## src/bdq_pkg.sv

```systemverilog
`default_nettype none
// ----------------------------------------------------------------------------
// bdq_pkg
// Shared types and constants of the bounded double-ended queue.
// ----------------------------------------------------------------------------
package bdq_pkg;

  localparam int DEPTH_DEFAULT = 1024;
  localparam int DATA_W        = 32;
  localparam int OP_W          = 3;
  localparam int CAP_W         = 11;
  localparam int TOTAL_W       = 11;
  localparam int CMDQ_DEPTH    = 2;

  localparam logic [CAP_W-1:0]  CAP_RESET   = CAP_W'(1024);
  localparam logic [DATA_W-1:0] EMPTY_VALUE = {DATA_W{1'b1}};

  localparam logic [OP_W-1:0] OP_NONE       = 3'd0;
  localparam logic [OP_W-1:0] OP_PUSH_FRONT = 3'd1;
  localparam logic [OP_W-1:0] OP_PUSH_REAR  = 3'd2;
  localparam logic [OP_W-1:0] OP_POP_FRONT  = 3'd3;
  localparam logic [OP_W-1:0] OP_POP_REAR   = 3'd4;

  typedef enum logic [2:0] {
    CMD_NONE,
    CMD_PUSH_FRONT,
    CMD_PUSH_REAR,
    CMD_POP_FRONT,
    CMD_POP_REAR
  } cmd_kind_t;

  typedef struct packed {
    cmd_kind_t          kind;
    logic [DATA_W-1:0]  value;
  } cmd_t;

  typedef enum logic {
    BK_EXEC,
    BK_FETCH
  } back_state_t;

endpackage
`default_nettype wire

```

## src/bdq_front.sv

```systemverilog
`default_nettype none
// ----------------------------------------------------------------------------
// bdq_front
// Input side: accepts items, decodes the opcode and queues commands.
// ----------------------------------------------------------------------------
module bdq_front
  import bdq_pkg::*;
(
  input  wire logic                     clk,
  input  wire logic                     rst,
  input  wire logic                     in_valid,
  output logic                          in_stall,
  input  wire logic [OP_W-1:0]          opcode,
  input  wire logic signed [DATA_W-1:0] push_value,
  output logic                          cmd_valid,
  output cmd_t                          cmd,
  input  wire logic                     cmd_take
);

  localparam int AW = (CMDQ_DEPTH > 1) ? $clog2(CMDQ_DEPTH) : 1;
  localparam int FW = $clog2(CMDQ_DEPTH + 1);

  cmd_t           entries [CMDQ_DEPTH];
  logic [AW-1:0]  wr_ptr;
  logic [AW-1:0]  rd_ptr;
  logic [FW-1:0]  fill;
  logic           push;
  logic           pop;
  cmd_t           decoded;

  always_comb begin
    decoded.value = push_value;
    unique case (opcode)
      OP_PUSH_FRONT: decoded.kind = CMD_PUSH_FRONT;
      OP_PUSH_REAR:  decoded.kind = CMD_PUSH_REAR;
      OP_POP_FRONT:  decoded.kind = CMD_POP_FRONT;
      OP_POP_REAR:   decoded.kind = CMD_POP_REAR;
      default:       decoded.kind = CMD_NONE;
    endcase
  end

  assign in_stall  = (fill == FW'(CMDQ_DEPTH));
  assign cmd_valid = (fill != '0);
  assign cmd       = entries[rd_ptr];
  assign push      = in_valid && !in_stall;
  assign pop       = cmd_valid && cmd_take;

  always_ff @(posedge clk) begin
    if (push) begin
      entries[wr_ptr] <= decoded;
    end
  end

  always_ff @(posedge clk) begin
    if (rst) begin
      wr_ptr <= '0;
      rd_ptr <= '0;
      fill   <= '0;
    end else begin
      if (push) begin
        wr_ptr <= (wr_ptr == AW'(CMDQ_DEPTH - 1)) ? '0 : wr_ptr + AW'(1);
      end
      if (pop) begin
        rd_ptr <= (rd_ptr == AW'(CMDQ_DEPTH - 1)) ? '0 : rd_ptr + AW'(1);
      end
      if (push && !pop) begin
        fill <= fill + FW'(1);
      end else if (pop && !push) begin
        fill <= fill - FW'(1);
      end
    end
  end

endmodule
`default_nettype wire

```

## config.mk

```make
export PLATFORM = sky130hd
export DESIGN_NAME = bdq_front
export DESIGN_NICKNAME = d
export VERILOG_FILES = /design/src/bdq_pkg.sv /design/src/bdq_front.sv
export SDC_FILE = /design/constraint.sdc
export NUM_CORES = 1
export LEC_CHECK = 0
export ABC_AREA = 1
export BUFFER_PORTS_ARGS = -buffer_cell sky130_fd_sc_hd__buf_4
export CORE_MARGIN = 1.5
export CORE_UTILIZATION = 52
export CTS_CLUSTER_DIAMETER = 30
export DETAILED_ROUTE_END_ITERATION = 8
export PLACE_DENSITY = 0.87
export REMOVE_ABC_BUFFERS = 1
export SLEW_MARGIN = 20
export SYNTH_ARGS = -nofsm -noshare
export SYNTH_HDL_FRONTEND = slang
export SYNTH_SLANG_ARGS = --single-unit
```

## constraint.sdc

```tcl
create_clock -name clk -period 3.2 [get_ports clk]
set_input_delay 0.64 -clock clk [delete_from_list [all_inputs] [get_ports clk]]
set_output_delay 0.64 -clock clk [all_outputs]
set_load 0.01 [all_outputs]
```

==> results of run 1 <==
[cell type report]
cell class	instances	area, um2	share of cell area [%]
clock buffers	9	124	3.28
clock inverters	7	77.6	2.05
inverters	10	37.5	0.993
multi-input cells	62	651	17.2
flip-flops and latches	75	2200	58.3
well taps	72	90.1	2.38
repair buffers	78	598	15.8
[metrics by stage]
stage                     utilization [%]  setup slack, ns  hold WS (ns)
after floorplan                         -            0.589         0.465
after global placement               65.4             1.11         0.476
after detailed placement             65.4             1.09         0.488
after CTS                            69.1            0.700         0.465
after global routing                 69.1            0.649         0.463
final                                69.1            0.744         0.486
[placed cells by master, fill, tap and decap left out, drive strengths merged]
cell type   n
buf        78
edfxtp     70
mux2       35
inv        11
nor2       10
clkbuf      9
nand2       7
dfxtp       5
clkinv      4
o21ai       3
a21oi       2
nand3       2
nor3b       1
nand4       1
ha          1
clkinvlp    1
bufinv      1
[report_power, final]
part           switching, W  internal [W]
Combinational      0.000344      0.000440
Sequential        0.0000806       0.00124
Clock              0.000342      0.000365
[worst min-delay path by stage]
| stage | start | end | slack (ns) | depth (start not counted) |
|---|---|---|---|---|
| 2_1_floorplan | rd_ptr | register | 0.46 | 2 |
| 3_3_place_gp | rd_ptr | rd_ptr | 0.48 | 2 |
| 3_5_place_dp | rd_ptr | register | 0.49 | 2 |
| 4_1_cts | push_value[26] | entries[1][26] | 0.47 | 1 |
| 5_1_grt | push_value[26] | entries[1][26] | 0.46 | 1 |
| 6_report | push_value[21] | entries[0][21] | 0.49 | 1 |
[flip-flops by register name, indices dropped and copies added, names as in the netlist, named ones only]
name and count:
entries 70, fill 2, rd_ptr 1, wr_ptr 1
[routing by layer]
| metal | vias to the layer above | global-route usage [%] | part of all wire, % |
|---|---|---|---|
| li1 | 732 | - | - |
| met4 | 0 | 8.57 | 1.3 |
| met3 | 7 | 5.23 | 6.6 |
| met2 | 53 | 27.6 | 52 |
| met5 | - | 0 | 0 |
| met1 | 700 | 19.3 | 40 |
[critical path, stage by stage (launching register included)]
cell	delay, ns
dfxtp_2	0.75
buf_12	0.26
mux2_4	0.32
buf_4	0.14
[kinds of logic (layout without fill, tap and decap cells)]
group                      Yosys count  after routing  share of synthesized area [%]
DFF                                 75             75                           74.7
adders and majority gates            1              1                          0.425
and+or+nand+nor                     21             21                           2.97
muxes                               35             35                           17.2
buffers and inverters               14            104                           3.69
AOI/OAI and AO/OA                    5              5                          0.977
==> flow_summary_export.csv, run 1 <==
group,metric,value,unit
run_status,status,"finished, final reports clean",
timing,slew_headroom,57.1,%
worst_setup_path,cp_data_required_time,2.56,ns
global_routing,grt_pass1_vias,1523,
power,pwr_density_cell,744,mW/mm2
floorplanning,die_w,78.3,um
timing,grt_setup_unrepaired,"no",
logic_synthesis,synth.most_common_cell,"edfxtp_1",
logic_synthesis,avgSynthCellArea,19.5,um2
logic_synthesis,synth_area_leaders,"edfxtp_1 (71%), mux2_4 (15%), dfxtp_1 (3.4%)",
placed_design,dpl.hpwl,3300,um
routing,vias_per_cell,4.77,
logic_synthesis,dominantRegCellSynth,"edfxtp_1",
worst_setup_path,critPathKind,"register to output pin",
clocking,clk_latency,0.33,ns
worst_setup_path,r2r-start,"fill[1]",
timing,max_freq,407,MHz
timing,hold_viol,0,
global_routing,grt_start_max_net_pins,36,
floorplanning,ios,76,
cells_and_area,final_cells,313,
clocking,clk_pin_slew,0.08,ns
global_routing,grt_antenna_before_repair,0,
timing,setup_tns,0,ns
timing,tightest_slew,0.643,ns
hold_path,holdCritPathClass,"input port to register",
routing,route.detailed.drc,0,
timing,setup_viol,0,
timing,drv_slew,0,
worst_setup_path,r2r_end,"fill[1]",
logic_synthesis,synth_area_leader_cell,"edfxtp_1",
clocking,clk_path_buf_depth,2,
logic_synthesis,syn-instance-count,151,
placed_design,place_area,0.00358,mm2
timing,period_minus_slack,2.46,ns
worst_setup_path,r2r_setup_slack,1.60,ns
worst_setup_path,endpoint,"cmd[20]",
cells_and_area,nNetsFinal,276,
global_routing,grt_use_total,16.6,%
global_routing,gr-total-overflow,0,
cells_and_area,drive_above_1_share,55.2,%
floorplanning,die_area,0.00613,mm2
floorplanning,fp-row-count,27,
logic_synthesis,synth.top_cell.area_share,71.3,%
global_routing,grt_pass1_wl,7290,um
routing,vias,1492,
logic_synthesis,yosysSeqAreaShare,74.7,%
logic_synthesis,synth-edff-count,70,
logic_synthesis,syn_area,0.00295,mm2
cells_and_area,area_growth,28.3,%
logic_synthesis,synth_cell_type_count,16,
floorplanning,coreArea,0.00547,mm2
placed_design,dp_cells,297,
clocking,htree_num_levels,3,
routing,ant_nets,0,
floorplanning,start_util,53.8,%
logic_synthesis,yosysWarningCount,0,
placed_design,gp_congestion,0.661,
routing,drtPass1Iterations,4,
worst_setup_path,critPathCaptureType,"output pin",
cells_and_area,n_fill_cell,378,
logic_synthesis,yosys-top-cells-count,"edfxtp_1 (70), mux2_4 (30), inv_1 (10), nor2_1 (10), nand2_1 (7)",
clocking,cts_buffers,9,
routing,wirelength,4760,um
routing,initialDrtViolationCount,71,
clocking,cts_tree,"done",
clocking,postCtsSetupRepairBufs,0,
worst_setup_path,arrival,1.82,ns
cells_and_area,final_cell_area,0.00378,mm2
routing,routedWlPerCell,15.2,um
placed_design,port-buffer-count,75,
power,vdd.ir_drop.worst,0.000585,V
logic_synthesis,synth-async-reset-ratio,0,%
worst_setup_path,critPathMaxFanout,20,
power,p_leak,1.52,nW
worst_setup_path,reg2regPathDepth,9,
clocking,clock-sinks,75,
floorplanning,die-height,78.3,um
timing,fin_crit_sh,76.8,%
timing,clock-skew-final,0.00414,ns
logic_synthesis,ys_ff_latch,75,
worst_setup_path,critPathLaunchType,"register",
clocking,cts_resized,0,
cells_and_area,diodes,0,
power,power.total,0.00281,W
clocking,root_buffer,"clkbuf_8",
run,cap_violations,0,
clocking,ctsHoldBuffers,0,
No activity file was read; power rests on OpenSTA's default activity.
==> run 2: changes to the inputs <==
--- a/config.mk
+++ b/config.mk
@@ -8,10 +8,10 @@
 export ABC_AREA = 1
 export BUFFER_PORTS_ARGS = -buffer_cell sky130_fd_sc_hd__buf_4
 export CORE_MARGIN = 1.5
-export CORE_UTILIZATION = 52
+export CORE_UTILIZATION = 47
 export CTS_CLUSTER_DIAMETER = 30
 export DETAILED_ROUTE_END_ITERATION = 8
-export PLACE_DENSITY = 0.87
+export PLACE_DENSITY = 0.83
 export REMOVE_ABC_BUFFERS = 1
 export SLEW_MARGIN = 20
 export SYNTH_ARGS = -nofsm -noshare
==> constraint.sdc (replaced) <==
create_clock -name clk -period 2.1 [get_ports clk]
set_input_delay 0.42 -clock clk [delete_from_list [all_inputs] [get_ports clk]]
set_output_delay 0.42 -clock clk [all_outputs]
set_load 0.01 [all_outputs]
==> run 2 against run 1 <==
Net effect: critical path depth stayed put; total power rose by 47%; global-route usage shrank 1.6 points; via count increased by 2.3%; hold slack got worse by 0.22 ns; sequential power up 48%; sequential share of layout area rose by 0.097 points.
==> flow_summary_export.csv, run 2 (synthesis results as in run 1) <==
group,metric,value,unit
worst_setup_path,critPathKind,"register to output pin",
clocking,clk_path_buf_depth,2,
clocking,ctsHoldBuffers,0,
timing,hold_viol,0,
worst_setup_path,critPathMaxFanout,27,
floorplanning,start_util,49.2,%
routing,routedWlPerCell,14.9,um
floorplanning,ios,76,
hold_path,hold_depth,1,
global_routing,grt_start_max_net_pins,28,
placed_design,dpl.hpwl,3350,um
worst_setup_path,reg2regPathDepth,9,
worst_setup_path,cp_data_required_time,1.68,ns
global_routing,grt_pass1_wl,7110,um
clocking,clk_pin_slew,0.07,ns
timing,slew_headroom,67.4,%
cells_and_area,final_util,63.0,%
cells_and_area,nNetsFinal,277,
cells_and_area,drive_above_1_share,54.4,%
cells_and_area,largest_reg_flops,70,
run_status,status,"finished, final reports clean",
floorplanning,fp-row-count,28,
global_routing,grt_use_total,14.9,%
routing,vias_per_cell,4.83,
worst_setup_path,r2r-start,"fill[1]",
timing,period_minus_slack,1.84,ns
timing,setup_ws,0.263,ns
power,power.total,0.00413,W
cells_and_area,final_cell_mix,"buf_4 (76), edfxtp_1 (70), mux2_4 (30)",
timing,drv_slew,0,
global_routing,grt_antenna_before_repair,0,
timing,max_freq,544,MHz
hold_path,hold_start,"push_value[20]",
cells_and_area,diodes,0,
cells_and_area,largest-register,"entries",
power,p_leak,1.50,nW
power,vdd.ir_drop.worst,0.000646,V
hold_path,holdCritPathClass,"input port to register",
power,pwr_density_cell,1090,mW/mm2
clocking,root_buffer,"clkbuf_8",
clocking,cts_resized,0,
global_routing,grt_pass1_vias,1510,
global_routing,gr-total-overflow,0,
timing,fin_crit_sh,87.5,%
routing,drtPass1Iterations,4,
routing,ant_nets,0,
placed_design,pre_cts_slack,0.522,ns
timing,setup_viol,0,
worst_setup_path,arrival,1.42,ns
floorplanning,die_w,82.2,um
timing,hold-worst-slack,0.265,ns
placed_design,port-buffer-count,75,
clocking,htree_num_levels,3,
routing,initialDrtViolationCount,108,
cells_and_area,final_common_cell,"buf_4",
floorplanning,die-height,82.2,um
floorplanning,die_area,0.00675,mm2
routing,route.detailed.drc,0,
clocking,cts_tree,"done",
cells_and_area,area_growth,28.1,%
floorplanning,coreArea,0.00599,mm2
cells_and_area,largestRegisters,"entries: 70 flops, fill: 2 flops",
hold_path,holdPathEnd,"entries[0][20]",
routing,vias,1526,
cells_and_area,n_fill_cell,446,
worst_setup_path,r2r_setup_slack,0.55,ns
routing,wirelength,4710,um
timing,clock-skew-final,0.00487,ns
clocking,postCtsSetupRepairBufs,0,
clocking,clock-sinks,75,
worst_setup_path,r2r_end,"fill[1]",
run,cap_violations,0,
worst_setup_path,critPathCaptureType,"output pin",
timing,setup_tns,0,ns
clocking,clk_latency,0.33,ns
placed_design,gp_congestion,0.703,
timing,grt_setup_unrepaired,"no",
clocking,cts_buffers,9,
worst_setup_path,critPathLaunchType,"register",
timing,tightest_slew,0.488,ns
-- run 2: cell count changes in the layout (fill, tap and decap cells not counted), sizes merged --
| cell | delta |
|---|---|
| inv | -1 |
| clkinv | -2 |
| clkbuf | +1 |
| clkinvlp | +2 |
| buf | +1 |
| bufinv | -1 |
-- run 2: through the flow --
stage	area [um2]	cells
after floorplan	2880	147
after global placement	3620	301
after detailed placement	3620	301
after CTS	3770	316
after global routing	3770	316
final	3770	316
-- run 2: how the worst max path moves through the flow --
stage	start	cells after the start	endpoint
2_1_floorplan	in_valid	2	entries[1][0]
3_3_place_gp	in_valid	4	entries[1][28]
3_5_place_dp	in_valid	4	entries[1][22]
4_1_cts	register	3	cmd[26]
5_1_grt	register	3	cmd[21]
6_report	register	3	cmd[28]
-- run 2: per-layer routing --
layer / part of all wire (%) / vias to the layer above / global-route usage [%]
met5: 0 / - / 0
met1: 41 / 727 / 17.2
li1: - / 731 / -
met4: 2.0 / 0 / 5.76
met3: 7.4 / 12 / 6.04
met2: 49 / 56 / 24.9
-- run 2: worst max-delay path, stage by stage (launching register included) --
cell and delay (ns):
dfxtp_2 0.35, buf_12 0.22, mux2_2 0.36, buf_4 0.14
-- run 2: layout make-up --
cell class                      count  area [um2]  area share (%)
Clock inverter                      5        31.3           0.829
Multi-Input combinational cell     62         651            17.2
Clock buffer                       10         128            3.38
Inverter                           10        37.5           0.994
Timing Repair Buffer               79         631            16.7
Tap cell                           75        93.8            2.49
Sequential cell                    75        2200            58.4
-- run 2: power breakdown --
| part | total (W) | switching, W | internal [W] | leakage, nW |
|---|---|---|---|---|
| clock | 0.000888 | 0.000472 | 0.000415 | 0.0718 |
| combinational | 0.00128 | 0.000585 | 0.000698 | 0.735 |
| sequential | 0.00196 | 0.0000695 | 0.00189 | 0.696 |
| total | 0.00413 | 0.00113 | 0.00301 | 1.50 |
